`config.mk`:
```
export PLATFORM = sky130hd
export DESIGN_NAME = multi_server_queue_event_sim
export DESIGN_NICKNAME = d
export VERILOG_FILES = /design/src/hw/rtl/msq_pkg.sv /design/src/hw/rtl/multi_server_queue_event_sim.sv /design/src/hw/rtl/msq_area_acc.sv
export SDC_FILE = /design/constraint.sdc
export NUM_CORES = 2
export LEC_CHECK = 0
export BUFFER_PORTS_ARGS = -buffer_cell sky130_fd_sc_hd__buf_2
export CAP_MARGIN = 20
export CORE_MARGIN = 2
export CORE_UTILIZATION = 40
export CTS_BUF_LIST = sky130_fd_sc_hd__clkbuf_8
export DETAILED_ROUTE_END_ITERATION = 8
export GPL_ROUTABILITY_DRIVEN = 0
export PLACE_DENSITY_LB_ADDON = 0.15
export SYNTH_ARGS = -nofsm -noshare
export SYNTH_HDL_FRONTEND = slang
export SYNTH_SLANG_ARGS = --single-unit
```
`constraint.sdc`:
```
create_clock -name clk -period 25.4 [get_ports clk]
set_clock_uncertainty 0.1 [all_clocks]
set_input_delay 1.27 -clock clk [delete_from_list [all_inputs] [get_ports clk]]
set_output_delay 1.27 -clock clk [all_outputs]
set_load 0.01 [all_outputs]
```
`src/hw/rtl/msq_pkg.sv`:
```
// ----------------------------------------------------------------------------
// msq_pkg
// Types and constants shared by the multi-server queue event simulator.
// ----------------------------------------------------------------------------
package msq_pkg;

    localparam int MaxServersDef = 16;
    localparam int MaxWaitingDef = 64;
    localparam int CfgW          = 7;
    localparam int TimeW         = 32;
    localparam int SvcW          = 24;
    localparam int AreaW         = 48;
    localparam int CntW          = 32;

    localparam logic [0:0] CfgServerCount   = 1'b0;
    localparam logic [0:0] CfgQueueCapacity = 1'b1;

    localparam logic CmdArrival = 1'b0;
    localparam logic CmdDrain   = 1'b1;

    typedef enum logic [1:0] {
        OUT_SERVED = 2'd0,
        OUT_QUEUED = 2'd1,
        OUT_DROPPED = 2'd2,
        OUT_DRAINED = 2'd3
    } outcome_t;

    typedef struct packed {
        logic              command;
        logic [TimeW-1:0]  arrival_time;
        logic [SvcW-1:0]   service_time;
    } item_t;

    typedef struct packed {
        outcome_t          outcome;
        logic [TimeW-1:0]  now_time;
        logic [AreaW-1:0]  system_area;
        logic [AreaW-1:0]  queue_area;
        logic [CntW-1:0]   finished_count;
        logic [CntW-1:0]   dropped_count;
        logic [CntW-1:0]   arrival_count;
    } result_t;

    typedef enum logic [3:0] {
        ST_IDLE,
        ST_SCAN_RD,
        ST_SCAN,
        ST_DECIDE,
        ST_RETIRE,
        ST_RET_MUL,
        ST_RET_ADD,
        ST_RET_MOVE,
        ST_RET_FIFO,
        ST_RET_REFILL,
        ST_ARR_MUL,
        ST_ARR_ADD,
        ST_ARR_PLACE,
        ST_DONE
    } state_t;

endpackage

```
`src/hw/rtl/multi_server_queue_event_sim.sv`:
```
// ----------------------------------------------------------------------------
// multi_server_queue_event_sim
// Event-driven multi-server queue with waiting FIFO and area totals.
// ----------------------------------------------------------------------------
// Use: raise start with in_item while busy is low; the beat is taken at that
// edge. One result beat follows, marked by out_valid for one cycle; the
// receiver cannot stall it. Configuration writes (cfg_we, cfg_index,
// cfg_data) take effect at the next edge; write them only while busy is low.
// Timing: departure times live in a memory of MAX_SERVERS entries, waiting
// service times in a memory of MAX_WAITING entries, each with a registered
// read. Each pass first scans the serving entries for the earliest
// departure, one entry per cycle; a retirement then updates the area
// totals, moves the last serving entry into the freed slot and refills
// from the FIFO before the next scan. An arrival ends with one scan, then
// area update, placement and the result beat; a drain repeats retirements
// until no customer serves and then gives its result beat. A new beat
// may be taken in the cycle of the result beat. Reset clears all counters
// and totals; the memories need no clearing since only written entries are
// read.
// ----------------------------------------------------------------------------
module multi_server_queue_event_sim
    import msq_pkg::*;
#(
    parameter int MAX_SERVERS = MaxServersDef,
    parameter int MAX_WAITING = MaxWaitingDef
)
(
    input  logic            clk,
    input  logic            rst_n,
    input  logic            start,
    output logic            busy,
    input  item_t           in_item,
    output logic            out_valid,
    output result_t         out_result,
    input  logic            cfg_we,
    input  logic [0:0]      cfg_index,
    input  logic [CfgW-1:0] cfg_data
);

    localparam int SrvIdxW = (MAX_SERVERS > 1) ? $clog2(MAX_SERVERS) : 1;
    localparam int SrvCntW = $clog2(MAX_SERVERS + 1);
    localparam int WIdxW   = (MAX_WAITING > 1) ? $clog2(MAX_WAITING) : 1;
    localparam int WCntW   = $clog2(MAX_WAITING + 1);
    localparam int SysCntW = $clog2(MAX_SERVERS + MAX_WAITING + 1);
    localparam logic [TimeW-1:0] TimeMax = '1;
    localparam logic [CntW-1:0]  CntMax  = '1;

    logic [TimeW-1:0] heap_mem [MAX_SERVERS];
    logic [SvcW-1:0]  fifo_mem [MAX_WAITING];

    state_t state_reg, state_next;

    logic [4:0]       srv_cfg_reg;
    logic [CfgW-1:0]  cap_cfg_reg;
    item_t            item_reg;
    logic [TimeW-1:0] t_reg;
    logic [SrvCntW-1:0] serving_reg;
    logic [WIdxW-1:0] head_reg;
    logic [WCntW-1:0] fcount_reg;
    logic [TimeW-1:0] now_reg;
    logic [CntW-1:0]  dep_reg, drop_reg, arr_reg;
    outcome_t         outcome_reg;

    logic [SrvCntW-1:0] scan_reg;
    logic [SrvIdxW-1:0] best_idx_reg;
    logic [TimeW-1:0]   best_val_reg;
    logic [TimeW-1:0]   target_reg;
    logic [SysCntW-1:0] sys_cnt_reg;
    logic [TimeW-1:0]   heap_rd;
    logic [SvcW-1:0]    fifo_rd;

    logic               heap_we;
    logic [SrvIdxW-1:0] heap_wa, heap_ra;
    logic [TimeW-1:0]   heap_wd;
    logic               fifo_we;
    logic [WIdxW-1:0]   fifo_wa;

    logic [AreaW-1:0] sys_total, q_total;
    logic             mul_en, add_en;

    logic [SrvCntW-1:0] srv_lim;
    logic [WCntW-1:0]   cap_lim;
    logic [WIdxW:0]     tail_sum;
    logic [TimeW:0]     dep_sum;
    logic [TimeW-1:0]   dep_time;
    logic               fifo_wait;

    always_comb
    begin
        if (srv_cfg_reg == '0)
            srv_lim = SrvCntW'(1);
        else if (32'(srv_cfg_reg) > MAX_SERVERS)
            srv_lim = SrvCntW'(MAX_SERVERS);
        else
            srv_lim = SrvCntW'(srv_cfg_reg);
        if (32'(cap_cfg_reg) > MAX_WAITING)
            cap_lim = WCntW'(MAX_WAITING);
        else
            cap_lim = WCntW'(cap_cfg_reg);
        tail_sum = {1'b0, head_reg} + (WIdxW+1)'(fcount_reg);
        if (32'(tail_sum) >= MAX_WAITING)
            fifo_wa = WIdxW'(32'(tail_sum) - MAX_WAITING);
        else
            fifo_wa = tail_sum[WIdxW-1:0];
    end

    always_comb
    begin
        state_next = state_reg;
        case (state_reg)
            ST_IDLE:
                if (start) state_next = ST_SCAN_RD;
            ST_SCAN_RD:
                if (serving_reg == '0) state_next = ST_DECIDE;
                else state_next = ST_SCAN;
            ST_SCAN:
                if (scan_reg == serving_reg) state_next = ST_DECIDE;
            ST_DECIDE:
                if (serving_reg != '0 &&
                    (item_reg.command == CmdDrain || best_val_reg <= t_reg))
                    state_next = ST_RETIRE;
                else if (item_reg.command == CmdDrain)
                    state_next = ST_DONE;
                else
                    state_next = ST_ARR_MUL;
            ST_RETIRE:     state_next = ST_RET_MUL;
            ST_RET_MUL:    state_next = ST_RET_ADD;
            ST_RET_ADD:    state_next = ST_RET_MOVE;
            ST_RET_MOVE:   state_next = ST_RET_FIFO;
            ST_RET_FIFO:   state_next = ST_RET_REFILL;
            ST_RET_REFILL: state_next = ST_SCAN_RD;
            ST_ARR_MUL:    state_next = ST_ARR_ADD;
            ST_ARR_ADD:    state_next = ST_ARR_PLACE;
            ST_ARR_PLACE:  state_next = ST_DONE;
            ST_DONE:       state_next = ST_IDLE;
            default:       state_next = ST_IDLE;
        endcase
    end

    always_comb
    begin
        mul_en  = (state_reg == ST_RET_MUL) || (state_reg == ST_ARR_MUL);
        add_en  = (state_reg == ST_RET_ADD) || (state_reg == ST_ARR_ADD);
        busy    = (state_reg != ST_IDLE);
        heap_ra = (state_reg == ST_RET_ADD) ? SrvIdxW'(serving_reg - 1'b1)
                : (state_reg == ST_SCAN_RD) ? '0
                                            : SrvIdxW'(scan_reg);
        dep_sum  = {1'b0, now_reg} + (TimeW+1)'(
                   (state_reg == ST_RET_REFILL) ? fifo_rd : item_reg.service_time);
        dep_time = dep_sum[TimeW] ? TimeMax : dep_sum[TimeW-1:0];
        heap_we = 1'b0;
        heap_wa = best_idx_reg;
        heap_wd = heap_rd;
        fifo_we = 1'b0;
        case (state_reg)
            ST_RET_MOVE:
                heap_we = 1'b1;
            ST_RET_REFILL:
            begin
                heap_we = fifo_wait;
                heap_wa = SrvIdxW'(serving_reg);
                heap_wd = dep_time;
            end
            ST_ARR_PLACE:
            begin
                heap_we = (serving_reg < srv_lim);
                heap_wa = SrvIdxW'(serving_reg);
                heap_wd = dep_time;
                fifo_we = (serving_reg >= srv_lim) && (fcount_reg < cap_lim);
            end
            default:
                heap_we = 1'b0;
        endcase
    end

    always_ff @(posedge clk)
    begin
        if (heap_we)
            heap_mem[heap_wa] <= heap_wd;
        heap_rd <= heap_mem[heap_ra];
        if (fifo_we)
            fifo_mem[fifo_wa] <= item_reg.service_time;
        fifo_rd <= fifo_mem[head_reg];
    end

    always_ff @(posedge clk or negedge rst_n)
    begin
        if (!rst_n)
        begin
            state_reg   <= ST_IDLE;
            srv_cfg_reg <= 5'd1;
            cap_cfg_reg <= '0;
            serving_reg <= '0;
            head_reg    <= '0;
            fcount_reg  <= '0;
            now_reg     <= '0;
            dep_reg     <= '0;
            drop_reg    <= '0;
            arr_reg     <= '0;
            out_valid   <= 1'b0;
            scan_reg    <= '0;
        end
        else
        begin
            state_reg <= state_next;
            out_valid <= (state_reg == ST_DONE);
            if (cfg_we && cfg_index == CfgServerCount)
                srv_cfg_reg <= cfg_data[4:0];
            if (cfg_we && cfg_index == CfgQueueCapacity)
                cap_cfg_reg <= cfg_data;
            case (state_reg)
                ST_SCAN_RD:
                    scan_reg <= SrvCntW'(1);
                ST_SCAN:
                    if (scan_reg != serving_reg)
                        scan_reg <= scan_reg + 1'b1;
                ST_RET_MOVE:
                begin
                    serving_reg <= serving_reg - 1'b1;
                    if (dep_reg != CntMax) dep_reg <= dep_reg + 1'b1;
                end
                ST_RET_REFILL:
                begin
                    if (fifo_wait)
                    begin
                        serving_reg <= serving_reg + 1'b1;
                        fcount_reg  <= fcount_reg - 1'b1;
                        if (32'(head_reg) + 1 >= MAX_WAITING)
                            head_reg <= '0;
                        else
                            head_reg <= head_reg + 1'b1;
                    end
                end
                ST_ARR_PLACE:
                begin
                    if (arr_reg != CntMax) arr_reg <= arr_reg + 1'b1;
                    if (serving_reg < srv_lim)
                        serving_reg <= serving_reg + 1'b1;
                    else if (fcount_reg < cap_lim)
                        fcount_reg <= fcount_reg + 1'b1;
                    else if (drop_reg != CntMax)
                        drop_reg <= drop_reg + 1'b1;
                end
                default:
                    scan_reg <= scan_reg;
            endcase
            if (state_reg == ST_RET_ADD || state_reg == ST_ARR_ADD)
                if (target_reg > now_reg) now_reg <= target_reg;
        end
    end

    always_ff @(posedge clk)
    begin
        if (state_reg == ST_IDLE && start)
            item_reg <= in_item;
        if (state_reg == ST_SCAN_RD)
        begin
            t_reg <= (item_reg.arrival_time < now_reg) ? now_reg
                                                       : item_reg.arrival_time;
            best_idx_reg <= '0;
        end
        if (state_reg == ST_SCAN && scan_reg == SrvCntW'(1))
            best_val_reg <= heap_rd;
        else if (state_reg == ST_SCAN && heap_rd < best_val_reg)
        begin
            best_val_reg <= heap_rd;
            best_idx_reg <= SrvIdxW'(scan_reg - 1'b1);
        end
        if (state_reg == ST_RETIRE)
            target_reg <= best_val_reg;
        else if (state_reg == ST_DECIDE)
            target_reg <= t_reg;
        if (state_reg == ST_RETIRE || state_reg == ST_DECIDE)
        begin
            sys_cnt_reg <= SysCntW'(serving_reg) + SysCntW'(fcount_reg);
        end
        if (state_reg == ST_DONE)
        begin
            out_result.outcome        <= outcome_reg;
            out_result.now_time       <= now_reg;
            out_result.system_area    <= sys_total;
            out_result.queue_area     <= q_total;
            out_result.finished_count <= dep_reg;
            out_result.dropped_count  <= drop_reg;
            out_result.arrival_count  <= arr_reg;
        end
        if (state_reg == ST_ARR_PLACE)
        begin
            if (serving_reg < srv_lim) outcome_reg <= OUT_SERVED;
            else if (fcount_reg < cap_lim) outcome_reg <= OUT_QUEUED;
            else outcome_reg <= OUT_DROPPED;
        end
        else if (state_reg == ST_DECIDE && item_reg.command == CmdDrain)
            outcome_reg <= OUT_DRAINED;
    end

    logic [TimeW-1:0] dt_mul;
    assign dt_mul = (target_reg > now_reg) ? (target_reg - now_reg) : '0;

    msq_area_acc #(.CountW(SysCntW)) u_sys_acc
    (
        .clk   (clk),
        .rst_n (rst_n),
        .mul_en(mul_en),
        .add_en(add_en),
        .count (sys_cnt_reg),
        .dt    (dt_mul),
        .total (sys_total)
    );

    msq_area_acc #(.CountW(WCntW)) u_q_acc
    (
        .clk   (clk),
        .rst_n (rst_n),
        .mul_en(mul_en),
        .add_en(add_en),
        .count (fcount_reg),
        .dt    (dt_mul),
        .total (q_total)
    );

    // retire refill only when waiting customers exist
    assign fifo_wait = (fcount_reg != '0);

    a_serving_limit: assert property (@(posedge clk) disable iff (!rst_n)
        32'(serving_reg) <= MAX_SERVERS)
        else $error("serving count above server limit");

    a_fifo_limit: assert property (@(posedge clk) disable iff (!rst_n)
        32'(fcount_reg) <= MAX_WAITING)
        else $error("fifo count above capacity");

    a_one_result: assert property (@(posedge clk) disable iff (!rst_n)
        out_valid |=> !out_valid)
        else $error("result beat longer than one cycle");

endmodule

```
`src/hw/rtl/msq_area_acc.sv`:
```
// ----------------------------------------------------------------------------
// msq_area_acc
// Saturating accumulator for one time-weighted count total.
// ----------------------------------------------------------------------------
module msq_area_acc
    import msq_pkg::*;
#(
    parameter int CountW = 8
)
(
    input  logic              clk,
    input  logic              rst_n,
    input  logic              mul_en,
    input  logic              add_en,
    input  logic [CountW-1:0] count,
    input  logic [TimeW-1:0]  dt,
    output logic [AreaW-1:0]  total
);

    localparam int ProdW = CountW + TimeW;

    logic [ProdW-1:0] prod_reg;
    logic [AreaW-1:0] total_reg;
    logic [AreaW-1:0] total_next;
    logic [AreaW:0]   sum;

    localparam logic [AreaW-1:0] AreaMax = '1;

    always_ff @(posedge clk)
    begin
        if (mul_en)
        begin
            prod_reg <= ProdW'(count) * ProdW'(dt);
        end
    end

    always_comb
    begin
        sum = {1'b0, total_reg} + (AreaW+1)'(prod_reg);
        if ((ProdW > AreaW) && ((prod_reg >> AreaW) != '0))
        begin
            total_next = AreaMax;
        end
        else if (sum[AreaW] || (sum[AreaW-1:0] == AreaMax))
        begin
            total_next = AreaMax;
        end
        else
        begin
            total_next = sum[AreaW-1:0];
        end
    end

    always_ff @(posedge clk or negedge rst_n)
    begin
        if (!rst_n)
        begin
            total_reg <= '0;
        end
        else if (add_en)
        begin
            total_reg <= total_next;
        end
    end

    assign total = total_reg;

endmodule

```
After elaboration in Yosys (flattened, before gate mapping)
Memory sizes are Yosys's and may differ from the RTL's. A register that Yosys moved wholly into a read port is not among the register bits.
Cells that the tools add are included.
Storage, ports and cells
  register bits after elaboration: 734
  RAM bits: 2048
  bits of input ports: 69
  output and inout bits: 228
  logic and storage cells: 179
  memories: 2
Memory list
  fifo_mem: depth 64, width 24, rd ports 1, clocked after memory_dff 1, write ports 1, RTL line multi_server_queue_event_sim.sv:49  | logic [SvcW-1:0] fifo_mem [MAX_WAITING];
  heap_mem: depth 16, width 32, rd ports 1, clocked after memory_dff 1, write ports 1, RTL line multi_server_queue_event_sim.sv:48  | logic [TimeW-1:0] heap_mem [MAX_SERVERS];
Cells by class
  add/subtract/negate cells: 18
  multipliers: 2
  $lt $le $gt $ge: 11
  equal/unequal tests: 28
  multiplexer cells: 47
  bitwise gates (word level): 3
  reductions and logical operators: 36
Operators by type and width (number)
  2-to-1 mux 32 bit: 8
  adder 48 x 39 -> 49 bit: 2
  adder 32 x 1 -> 32 bit, second input constant: 3
  equality test 48 bit, second input constant: 2
  2-to-1 mux 48 bit: 2
  inequality test 32 bit, second input constant: 3
  multiplier 7 x 32 -> 39 bit: 2
  < comparator 32 bit: 2
  one-hot mux 4 bit (13 select lines): 1
  2-to-1 mux 4 bit: 9
  adder 32 x 24 -> 33 bit: 1
  > comparator 32 bit: 1
  <= comparator 32 bit: 1
  subtractor 32 bit: 1
  2-to-1 mux 7 bit: 4
  2-to-1 mux 5 bit: 5
  equality test 4 bit, second input constant: 6
  2-to-1 mux 24 bit: 1
  equality test 4 x 3 -> 1 bit, second input constant: 4
  one-hot mux 5 bit (3 select lines): 1
  greater-or-equal comparator 7 bit, second input constant: 2
  one-hot mux 7 bit (2 select lines): 1
  2-to-1 mux 6 bit: 2
  AND reduction 2 bit: 6
  other kinds (40): 75

Depth between registers and ports, before layout
  depth after elaboration: 8
  mapped depth: 38
  mapped depth without buffers: 36

By module
A second synthesis with hierarchy kept.
Second synthesis, totals
  cells, all modules: 8557
  area, all modules: 131467.3 sq um
By module, submodules not included
  multi_server_queue_event_sim: times used 1, cells an instance 5889, area an instance 106961.3 sq um, seq. area each 78556.6 sq um
  msq_area_acc at u_sys_acc: times used 1, cells an instance 1379, area an instance 12542.0 sq um, seq. area each 2372.3 sq um
  msq_area_acc at u_q_acc: times used 1, cells an instance 1289, area an instance 11964.0 sq um, seq. area each 2372.3 sq um

Least setup slack after synthesis
OpenSTA, ideal clock, no wires.
  path type: reg2reg
  from: register state_reg[1]
  to: register out_valid
  library setup time: 1.108 ns
  arrival time: 10.175 ns
  path slack: 14.017 ns
  stages on the path, launching flop included: 4
  clock period less this slack: 11.383 ns
  path through: dfrtp_1 -> clkbuf_1 -> nand2b_1 -> nor2_1
Between the ends
  longest elaborated chain between the ends: 1
Ends and longest elaborated chain
  from (decl): RTL line multi_server_queue_event_sim.sv:51  | state_t state_reg, state_next;
  from (signal assigned): RTL line multi_server_queue_event_sim.sv:205  | state_reg <= state_next;
  equality test 4 bit: RTL line multi_server_queue_event_sim.sv:206  | out_valid <= (state_reg == ST_DONE);
  to (signal assigned): RTL line multi_server_queue_event_sim.sv:206
  to (decl): RTL line multi_server_queue_event_sim.sv:33  | output logic out_valid,
Every way passes these cells.
A chain may end at the register's enable or synchronous reset.

Worst setup path in the final report
  from: register now_reg[0]
  to: register u_q_acc.prod_reg[37] (data pin)
Between the ends
  longest elaborated chain between the ends: 3
  elaborated cells on any way between the ends: 4
Ends and longest elaborated chain
  from (decl): RTL line multi_server_queue_event_sim.sv:60  | logic [TimeW-1:0] now_reg;
  from (signal assigned): RTL line multi_server_queue_event_sim.sv:248  | if (target_reg > now_reg) now_reg <= target_reg;
  subtractor 32 bit / > comparator 32 bit (equally long branches): RTL line multi_server_queue_event_sim.sv:298  | assign dt_mul = (target_reg > now_reg) ? (target_reg - now_reg) : '0;
  2-to-1 mux 32 bit (*): RTL line multi_server_queue_event_sim.sv:298
  multiplier 7 x 32 -> 39 bit (*): RTL line msq_area_acc.sv:33  | prod_reg <= ProdW'(count) * ProdW'(dt);
  to (signal assigned): RTL line msq_area_acc.sv:33
  to (decl): RTL line msq_area_acc.sv:22  | logic [ProdW-1:0] prod_reg;
Every way passes the cells marked *; elsewhere a longest branch is shown, timed or not.

==> flow_metrics.py <==
metrics = {
    "clock_tree": {
        "numClockSinks": 2838,
        "cts-buffers-inserted": 451,
        "htreeDepth": 5,
        "clock-root-buffer": "clkbuf_8",
        "cts_tree": "built",
        "clk_latency_ns": 1.10,
        "post_cts_buffers": 0,
        "clkTransAtPathRegs_ns": 0.06,
        "ctsLongestPathBuffers": 4,
    },
    "synth": {
        "syn_inst": 8524,
        "yosysUniqueCellTypes": 87,
        "ys.warnings.count": 0,
        "synth-edff-count": 2514,
        "syn_area_per_cell_um2": 15.36,
        "mappedNetlistNets": 9275,
        "ys_seq_area_share_pct": 63.64,
        "synth_area_um2": 130900,
        "async_reset_ff_share_pct": 9.302,
        "synth_seq_cells": 2838,
        "synth_flop_cell": "edfxtp_1",
    },
    "timing": {
        "drv_slew": 0,
        "rsz0062_at_grt": "no",
        "fmax_mhz": 92.37,
        "fin_crit_sh_pct": 42.62,
        "setup_viol": 0,
        "relSlewSlack_pct": 23.59,
        "hold_viol": 0,
        "finalCriticalPeriod_ns": 10.83,
        "fin_setup_tns_ns": 0,
        "worstMarginPinSlew_ns": 1.146,
    },
    "critical_path": {
        "cpMostUsedCell": "fa_1",
        "crit_arrival_ns": 11.51,
        "rrSetupSlack_ns": 14.57,
        "crit_end": "u_q_acc.prod_reg[37]",
        "worst-path-stages": 34,
        "r2r_end": "u_q_acc.prod_reg[37]",
        "start_kind": "register",
        "startpoint": "now_reg[0]",
        "critPathSlowestCell": "o41ai_1",
        "reg2regPathDepth": 34,
        "path_max_fanout": 53,
        "critPathBufInv": 3,
        "endpoint_kind": "register",
        "cpPeakStageDelay_ns": 0.86,
        "crit_family": "compound AO/OA/AOI/OAI gates",
        "path_class": "register to register",
        "r2r_start": "now_reg[0]",
        "required_ns": 26.08,
    },
    "layout": {
        "final_cell_mix": "edfxtp_1, inv_1, nand2_1, mux4_2, clkbuf_8",
        "nFillCells": 28891,
        "final_common_cell": "edfxtp_1",
        "final_nets": 9817,
        "top_register": "fifo_mem",
        "top_regs": "fifo_mem (1536), heap_mem (512), out_result (226)",
        "areaGrowthSynthToFinish_pct": 12.44,
        "largest_reg_flops": 1536,
        "drive_gt1_share_pct": 19.47,
    },
    "floorplan": {
        "die_w_um": 576.0,
        "io_pins": 297,
        "initial_core_util_pct": 40.11,
        "die_area_um2": 331800,
        "dieHeight_um": 576.0,
        "core_um2": 326300,
        "rows": 210,
    },
    "global_route": {
        "grt_pass1_vias": 77405,
        "overflow": 0,
        "grt_max_degree": 220,
        "grtUsageTotal_pct": 21.19,
        "grt_pass1_wl_um": 520900,
        "antenna_found_initial": 11,
    },
    "route": {
        "drt_wl_total_um": 355400,
        "vias": 75594,
        "ant_nets": 0,
        "vias_per_cell": 5.470,
        "drc": 0,
        "drt_iter0_markers": 6220,
        "firstDrtPassIters": 7,
        "post_drt_wl_per_cell_um": 25.72,
    },
    "placed_design": {
        "dp_hpwl_um": 222700,
        "portBuffers": 296,
    },
    "status": {
        "status": "finished clean",
    },
    "flow_run": {
        "maxCapViolations": 0,
    },
    "worst_hold_path": {
        "hold_path_class": "input port to register",
    },
}
==> cells by family (layout without fill, tap and decap cells) <==
kind of cell	count (synthesis)	in the layout	synth area share, %
fa+ha+maj	682	682	8.269
simple gates	1893	1893	7.132
buf+inv	862	1792	2.499
flops	2838	2838	63.64
compound gates	1306	1306	6.632
other cells	0	20	0
xor+xnor	324	324	2.168
mux	619	619	9.657
==> worst min path at each step <==
stage	cells past startpoint	endpoint	startpoint	slack, ns
floorplan	0	out_result[224]	outcome_reg[0]	0.30
global placement	0	out_result[94]	dep_reg[30]	0.34
detailed placement	0	out_result[94]	dep_reg[30]	0.34
CTS	1	item_reg[21]	in_item[21]	0.11
global route	1	item_reg[21]	in_item[21]	0.18
finish	1	item_reg[23]	in_item[23]	0.24
==> timing repair <==
item                      4_1_cts  5_1_grt
hold buffers                    1        0
hold endpoints to repair       61        0
resized for setup               0        0
==> cells in the mapped netlist, types with 7 or more instances <==
library cell  instances  area (um^2)
o31ai_1              15        112.6
mux4_2              504        11350
nor3_1               93        465.5
dfxtp_1              60         1201
edfxtp_1           2514        75490
xnor2_1             227         1988
buf_2                10        50.05
a311oi_1             70        613.1
dfrtp_1             263         6581
o21ai_0             174        870.8
nand2_1             597         2241
ha_1                377         4717
a211o_1              13        113.9
nand3_1             123        615.6
inv_1               454         1704
o211ai_1             22        165.2
nor2_1              337         1265
clkbuf_1            333         1250
a21oi_1             351         1757
o21a_1               34        255.2
nand4_1              74        462.9
nor2b_1              42        262.8
and2_0               11        68.82
and4_1               18        157.7
and3_1               85        531.8
a211oi_1            189         1419
a41oi_1               8        70.07
nor4_1               16        100.1
or3_1                17        106.4
a31oi_1             104        650.6
mux2_2              110         1239
o22a_1               55        481.7
and2_1              405         2534
nand2b_1             43        269.0
xor2_1               97        849.6
o22ai_1               8        50.05
buf_1                60        225.2
a21o_1              134         1006
o21bai_1             26        195.2
fa_1                305         6106
or2_2                 7        43.79
==> through the flow <==
stage | utilization (%) | instances | setup WS, ns | instance area [um^2] | hold slack (ns)
after detailed placement | 42.36 | 12950 | 14.67 | 138200 | 0.3371
after CTS | 45.04 | 13792 | 14.64 | 147000 | 0.1074
after floorplan | - | 8524 | 14.02 | 130900 | 0.3003
final | 45.10 | 13820 | 14.57 | 147200 | 0.2417
after global routing | 45.09 | 13813 | 13.81 | 147100 | 0.1762
after global placement | 42.36 | 12950 | 14.77 | 138200 | 0.3375
==> per-layer routing <==
metal / routed length, um / global-route usage, % / up-vias / part of all wire [%]
met5: 0 / 0 / - / 0
met4: 12190 / 7.307 / 0 / 3.4
met3: 18880 / 2.840 / 507 / 5.3
met2: 172800 / 35.37 / 2318 / 49
met1: 151500 / 28.55 / 39230 / 43
li1: - / - / 33539 / -
==> worst reg2reg max path, delay by kind of cell, from the launching register on <==
family | cells | cell delay [ns]
AOI/OAI and AO/OA | 19 | 5.46
adders and majority gates | 7 | 2.89
and+or+nand+nor | 4 | 1.20
DFF | 1 | 0.44
buffers and inverters | 3 | 0.41
xor gates and xnor gates | 1 | 0.08
==> final cells by class <==
cell class,instances,area (um^2),share of cell area [%]
multi-input cells,4824,44770,30.42
repair buffers,496,3124,2.123
well taps,4346,5438,3.695
inverters,455,1708,1.161
clock inverters,345,1929,1.311
diodes,20,50.05,0.03401
clock buffers,496,6827,4.639
flip-flops and latches,2838,83320,56.62
Power is not shown: default switching activity piles up to over one toggle a cycle in this logic, so the estimate is an artifact.
